**config.mk**
```make
export PLATFORM = sky130hd
export DESIGN_NAME = float_rgb_to_rgbe_encode
export DESIGN_NICKNAME = d
export VERILOG_FILES = /design/src/sv/rgbe_pkg.sv /design/src/sv/rgbe_chan.sv /design/src/sv/rgbe_core.sv /design/src/sv/float_rgb_to_rgbe_encode.sv
export SDC_FILE = /design/constraint.sdc
export NUM_CORES = 1
export LEC_CHECK = 0
export ABC_AREA = 1
export BUFFER_PORTS_ARGS = -buffer_cell sky130_fd_sc_hd__buf_2
export CAP_MARGIN = 10
export CORE_MARGIN = 3
export CORE_UTILIZATION = 55
export CTS_BUF_LIST = sky130_fd_sc_hd__clkbuf_8
export DETAILED_ROUTE_END_ITERATION = 8
export PLACE_DENSITY = 0.74
export SLEW_MARGIN = 20
export SYNTH_ARGS = -nofsm -noshare
export SYNTH_HDL_FRONTEND = slang
export SYNTH_SLANG_ARGS = --single-unit
```
**constraint.sdc**
```tcl
create_clock -name aclk -period 9.31 [get_ports aclk]
set_clock_uncertainty 0.2 [all_clocks]
set_input_delay 0.931 -clock aclk [delete_from_list [all_inputs] [get_ports aclk]]
set_output_delay 0.931 -clock aclk [all_outputs]
set_load 0.05 [all_outputs]
```
**src/sv/rgbe_pkg.sv**
```systemverilog
// Shared constants and types for the RGBE shared-exponent encoder.
// No dependencies; imported by every module of the block.
`default_nettype none
package rgbe_pkg;

    localparam int FLT_W  = 32;
    localparam int BYTE_W = 8;
    localparam int EXP_W  = 8;
    localparam int MAN_W  = 23;
    localparam int SIG_W  = 24;

    localparam logic [EXP_W-1:0] EXP_ALL_ONES = 8'hFF;
    localparam logic [EXP_W-1:0] EXP_TOP      = 8'hFE;
    localparam logic [EXP_W-1:0] EXP_BIAS_ADJ = 8'd2;

    // Smallest positive single whose value is at least 1e-32, sign bit removed.
    localparam logic [FLT_W-2:0] BLACK_LIMIT = 31'h0A4F_B11F;

    typedef struct packed {
        logic [BYTE_W-1:0] red_mantissa;
        logic [BYTE_W-1:0] green_mantissa;
        logic [BYTE_W-1:0] blue_mantissa;
        logic [BYTE_W-1:0] shared_exponent;
        logic              non_finite;
    } rgbe_word_t;

endpackage
`default_nettype wire

```
**src/sv/rgbe_chan.sv**
```systemverilog
// Scales one single-precision component by 255 * 2^-e and saturates it to a byte.
// Depends on rgbe_pkg.
`default_nettype none
module rgbe_chan
    import rgbe_pkg::*;
(
    input  wire logic [FLT_W-1:0]  comp,
    input  wire logic [EXP_W-1:0]  p_exp,
    output logic      [BYTE_W-1:0] byte_out
);

    logic [EXP_W-1:0]  ce;
    logic [EXP_W-1:0]  ce_eff;
    logic [SIG_W-1:0]  sig;
    logic [FLT_W-1:0]  prod;
    logic [4:0]        lz;
    logic [FLT_W-1:0]  norm;
    logic              guard;
    logic              sticky;
    logic              rnd;
    logic [SIG_W:0]    rounded;
    logic signed [10:0] shamt;
    logic [SIG_W:0]    whole;

    always_comb begin
        ce     = comp[FLT_W-2:MAN_W];
        ce_eff = (ce == '0) ? EXP_W'(1) : ce;
        sig    = {(ce != '0), comp[MAN_W-1:0]};
        prod   = {sig, 8'b0} - {8'b0, sig};
        lz     = '0;
        for (int i = 0; i < FLT_W; i++) begin
            if (prod[i]) begin
                lz = 5'(FLT_W - 1 - i);
            end
        end
        norm    = prod << lz;
        guard   = norm[7];
        sticky  = |norm[6:0];
        rnd     = guard & (sticky | norm[8]);
        rounded = {1'b0, norm[FLT_W-1:8]} + {{SIG_W{1'b0}}, rnd};
        shamt   = $signed({3'b0, p_exp}) + 11'sd16 + $signed({6'b0, lz})
                  - $signed({3'b0, ce_eff});
        whole   = rounded >> shamt[4:0];
        if (comp[FLT_W-1] || prod == '0 || shamt >= 11'sd25) begin
            byte_out = '0;
        end else if (shamt <= 11'sd0 || whole > (SIG_W+1)'(255)) begin
            byte_out = 8'hFF;
        end else begin
            byte_out = whole[BYTE_W-1:0];
        end
    end

endmodule
`default_nettype wire

```
**src/sv/rgbe_core.sv**
```systemverilog
// Combinational RGBE encode of one pixel: maximum, black test, exponent, three bytes.
// Depends on rgbe_pkg and rgbe_chan.
`default_nettype none
module rgbe_core
    import rgbe_pkg::*;
(
    input  wire logic [FLT_W-1:0] red_bits,
    input  wire logic [FLT_W-1:0] green_bits,
    input  wire logic [FLT_W-1:0] blue_bits,
    output rgbe_word_t            word
);

    logic [FLT_W-1:0] key_r, key_g, key_b;
    logic [FLT_W-1:0] max_rg, key_rg, max_p, key_p;
    logic             nf;
    logic             black;
    logic [BYTE_W-1:0] byte_r, byte_g, byte_b;

    function automatic logic [FLT_W-1:0] order_key(input logic [FLT_W-1:0] f);
        return f[FLT_W-1] ? ~f : {1'b1, f[FLT_W-2:0]};
    endfunction

    always_comb begin
        nf     = (red_bits[FLT_W-2:MAN_W] == EXP_ALL_ONES)
               | (green_bits[FLT_W-2:MAN_W] == EXP_ALL_ONES)
               | (blue_bits[FLT_W-2:MAN_W] == EXP_ALL_ONES);
        key_r  = order_key(red_bits);
        key_g  = order_key(green_bits);
        key_b  = order_key(blue_bits);
        max_rg = (key_r >= key_g) ? red_bits : green_bits;
        key_rg = (key_r >= key_g) ? key_r : key_g;
        max_p  = (key_rg >= key_b) ? max_rg : blue_bits;
        key_p  = (key_rg >= key_b) ? key_rg : key_b;
        black  = max_p[FLT_W-1] || (max_p[FLT_W-2:0] < BLACK_LIMIT);
    end

    rgbe_chan u_chan_r (.comp(red_bits),   .p_exp(max_p[FLT_W-2:MAN_W]), .byte_out(byte_r));
    rgbe_chan u_chan_g (.comp(green_bits), .p_exp(max_p[FLT_W-2:MAN_W]), .byte_out(byte_g));
    rgbe_chan u_chan_b (.comp(blue_bits),  .p_exp(max_p[FLT_W-2:MAN_W]), .byte_out(byte_b));

    always_comb begin
        word = '0;
        word.non_finite = nf;
        if (!nf && !black && key_p[FLT_W-1]) begin
            word.red_mantissa    = byte_r;
            word.green_mantissa  = byte_g;
            word.blue_mantissa   = byte_b;
            word.shared_exponent = (max_p[FLT_W-2:MAN_W] == EXP_TOP) ? 8'hFF
                                 : max_p[FLT_W-2:MAN_W] + EXP_BIAS_ADJ;
        end
    end

endmodule
`default_nettype wire

```
**src/sv/float_rgb_to_rgbe_encode.sv**
```systemverilog
// Top level of the RGBE encoder: input register, encode logic, result register.
// Depends on rgbe_pkg and rgbe_core.
//
// Converts one pixel of three IEEE-754 single components into an RGBE word. The
// block is a two-register pipeline: a transaction accepted into the input
// register is encoded from there and moves into the result register once that
// register is empty or being read, and one pixel is accepted every cycle while
// the result side takes them. The critical path is the float maximum, a
// 32-bit leading-zero search and the byte shift in each component lane.
// Non-finite components raise m_non_finite with all bytes zero.
`default_nettype none
module float_rgb_to_rgbe_encode
    import rgbe_pkg::*;
(
    input  wire logic              aclk,
    input  wire logic              aresetn,
    input  wire logic              s_valid,
    output logic                   s_ready,
    input  wire logic [FLT_W-1:0]  s_red_bits,
    input  wire logic [FLT_W-1:0]  s_green_bits,
    input  wire logic [FLT_W-1:0]  s_blue_bits,
    output logic                   m_valid,
    input  wire logic              m_ready,
    output logic      [BYTE_W-1:0] m_red_mantissa,
    output logic      [BYTE_W-1:0] m_green_mantissa,
    output logic      [BYTE_W-1:0] m_blue_mantissa,
    output logic      [BYTE_W-1:0] m_shared_exponent,
    output logic                   m_non_finite
);

    logic             in_valid_reg, in_valid_next;
    logic [FLT_W-1:0] red_reg, green_reg, blue_reg;
    logic             out_valid_reg, out_valid_next;
    rgbe_word_t       word_reg;
    rgbe_word_t       word;
    logic             advance;

    rgbe_core u_core (
        .red_bits  (red_reg),
        .green_bits(green_reg),
        .blue_bits (blue_reg),
        .word      (word)
    );

    always_comb begin
        advance        = !out_valid_reg || m_ready;
        s_ready        = !in_valid_reg || advance;
        in_valid_next  = s_ready ? s_valid : in_valid_reg;
        out_valid_next = advance ? in_valid_reg : out_valid_reg;
    end

    always_ff @(posedge aclk) begin
        if (!aresetn) begin
            in_valid_reg  <= 1'b0;
            out_valid_reg <= 1'b0;
        end else begin
            in_valid_reg  <= in_valid_next;
            out_valid_reg <= out_valid_next;
        end
    end

    always_ff @(posedge aclk) begin
        if (s_valid && s_ready) begin
            red_reg   <= s_red_bits;
            green_reg <= s_green_bits;
            blue_reg  <= s_blue_bits;
        end
        if (advance && in_valid_reg) begin
            word_reg <= word;
        end
    end

    assign m_valid           = out_valid_reg;
    assign m_red_mantissa    = word_reg.red_mantissa;
    assign m_green_mantissa  = word_reg.green_mantissa;
    assign m_blue_mantissa   = word_reg.blue_mantissa;
    assign m_shared_exponent = word_reg.shared_exponent;
    assign m_non_finite      = word_reg.non_finite;

endmodule
`default_nettype wire

```
==> reports/qor.csv <==
metric,value,unit
status,"complete, no violations",
die_h,226,µm
avgSynthCellArea,5.98,µm²
grt_setup_unrepaired,false,
fmax,0.117,GHz
syn_nets,4740,
synth-seq-cells,131,
critPathArrivalTime,8.70,ns
path_clk_slew,0.08,ns
viasPerCell,5.84,
hold_violations,0,
drc_errors,0,
ios,135,
power,5.65,mW
register_area,3910,µm²
fin_util,0.581,
synthCells,4456,
tightest_slew,0.968,ns
critPathLaunchType,register,
clock_path_buffers,2,
multiInputGateArea,19800,µm²
worst_path_most_repeated_cell,nand2_1,
yosysUniqueCellTypes,76,
clk_latency,0.52,ns
yosys_warnings,0,
insertedDiodeCount,0,
cts_buffers,17,
portBuffers,134,
detail-route-antenna-nets,0,
async_flop_share,0,
wirelength,85.3,mm
hold_slack,0.346,ns
ir_worst_vdd,0.000182,V
hp-class,register to register,
rows,80,
total_leakage_power,13.7,nW
slowest_delay,0.58,ns
clock-root-buffer,clkbuf_8,
grt-ovfl-total,0,
ys.flop_type,edfxtp_1,
track_usage,0.329,
fp.dieW,226,µm
seq_area_frac_synth,0.147,
drive_gt1_frac,0.105,
antenna_found_initial,0,
grt_pass1_wl,137,mm
place_congestion,0.993,
fin_cells,5114,
grt_pass1_vias,26600,
power_density,203,nW/µm²
min_period,8.52,ns
fin_nets,4770,
vias,29900,
core-area,47800,µm²
die_area,51200,µm²
required,9.48,ns
endpoint_kind,register,
setup_viol,0,
path_class,register to register,
fill_cells,4931,
cts_tree,built,
drtIter0Drc,3376,
dp_cells,5074,
fin_crit_sh,0.915,
syn_area,26700,µm²
final.setup.tns,0,ns
ctsHoldBuffers,0,
grt_start_max_net_pins,83,
maxSlewViolCount,0,
crit_fanout,82,
htreeDepth,4,
relSlewSlack,0.352,
cts.sinks,131,
post-dp-hpwl,68.9,mm
crit_slowest_cell,fa_1,
holdPathStages,2,
firstDrtPassIters,8,
r2r_cells,42,
synth-edff-count,129,
avgRoutedWirePerCell,16.7,µm
syn_to_final_growth,4.25,%
cap_viol_max_count,0,
floorplan.initialDensity,0.557,
[layout make-up]
cell class	instances	area share
Clock inverter	13	0.00455
Sequential cell	131	0.141
Multi-Input combinational cell	3652	0.711
Tap cell	615	0.0277
Clock buffer	19	0.00941
Timing Repair Buffer	178	0.0376
Inverter	506	0.0684
[routing by layer]
layer | share of wire | track usage | wire length [µm] | vias to the layer above
met4 | 0.028 | 0.102 | 2380 | 0
met3 | 0.084 | 0.0428 | 7140 | 155
met5 | 0 | 0 | 0 | -
met1 | 0.45 | 0.477 | 38800 | 13500
met2 | 0.43 | 0.508 | 37000 | 1300
li1 | - | - | - | 14900
[Yosys cell counts (4+ instances only)]
cell type	count	area, µm²
or2_2	9	56.3
nand4_1	78	488
xor2_2	13	211
nor2_1	298	1120
clkinv_1	9	33.8
nor4_1	17	106
o2111ai_1	4	35.0
clkbuf_8	25	344
ha_1	169	2110
inv_1	452	1700
nor2_4	15	169
nand3_1	917	4590
a21oi_1	132	661
o21bai_1	13	97.6
o31ai_1	10	75.1
nor2_2	48	300
a21oi_2	5	43.8
a31oi_1	19	119
buf_6	12	135
xor2_1	103	902
o22ai_1	7	43.8
nand2_4	6	67.6
inv_2	45	169
edfxtp_1	129	3870
a211oi_1	10	75.1
o211ai_1	22	165
clkbuf_1	47	176
buf_1	18	67.6
xnor2_1	83	727
nand2_1	1284	4820
o21ai_1	19	95.1
o21ai_2	11	96.3
buf_4	17	128
nand3b_1	9	67.6
and2_1	5	31.3
nand2_2	49	307
buf_2	42	210
o21ai_0	158	791
nor3_1	42	210
fa_1	15	300
nand3_2	34	340
[path summary, 6_finish.rpt]
path	start	end	slack [ns]
max reg2reg	red_reg[31]	m_green_mantissa[2]	0.79
min	in_valid_reg	in_valid_reg	0.35
min reg2reg	in_valid_reg	in_valid_reg	0.35
max	red_reg[31]	m_green_mantissa[2]	0.79
[placed cells by master (no fill, tap or decap), drive strengths merged, types with 15 or more instances in the layout]
master,instances
ha,169
fa,15
buf,178
nand2,1340
nand3,952
a21oi,137
nor4,17
nand4,81
inv,502
a31oi,21
nor3,45
clkbuf,19
xnor2,83
xor2,118
edfxtp,129
o211ai,23
nor2,361
o21ai,188
[worst max-delay path, delay by kind of cell (launching register included)]
family                     cells  cell delay, ns
xor gates and xnor gates       2            0.37
DFF                            1            0.49
AOI/OAI and AO/OA             13            2.43
buffers and inverters          8            1.40
and+or+nand+nor               15            1.85
adders and majority gates      4            1.59
[timing repair]
action | in CTS | in global routing
resized for setup | 0 | 5
buffers inserted | 0 | 8
endpoints found under the setup margin | 0 | 24
[where the power goes]
group          internal [mW]  total (mW)  switching [mW]
sequential             0.719       0.780          0.0607
clock                  0.228       0.490           0.261
combinational           1.43        4.38            2.95
[cells by family (layout without fill, tap and decap cells)]
family                   count (synthesis)  count (layout)  share of synthesized area
AND/OR/NAND/NOR                       2826            2826                      0.481
flip-flops                             131             131                      0.147
adder cells (fa/ha/maj)                184             184                     0.0906
XOR/XNOR                               201             201                     0.0711
AO/OA/AOI/OAI                          438             438                     0.0959
buffers and inverters                  673             716                      0.114
multiplexers                             3               3                    0.00117
[metrics by stage]
step / setup slack [ns] / cell area [µm²]
6_report: 0.787 / 27800
5_1_grt: 0.00694 / 27800
4_1_cts: 0.0361 / 27700
3_5_place_dp: 0.0959 / 27300
3_3_place_gp: 0.294 / 27300
2_1_floorplan: 0.165 / 26700
Note: power is estimated with default switching activity, not from simulation.
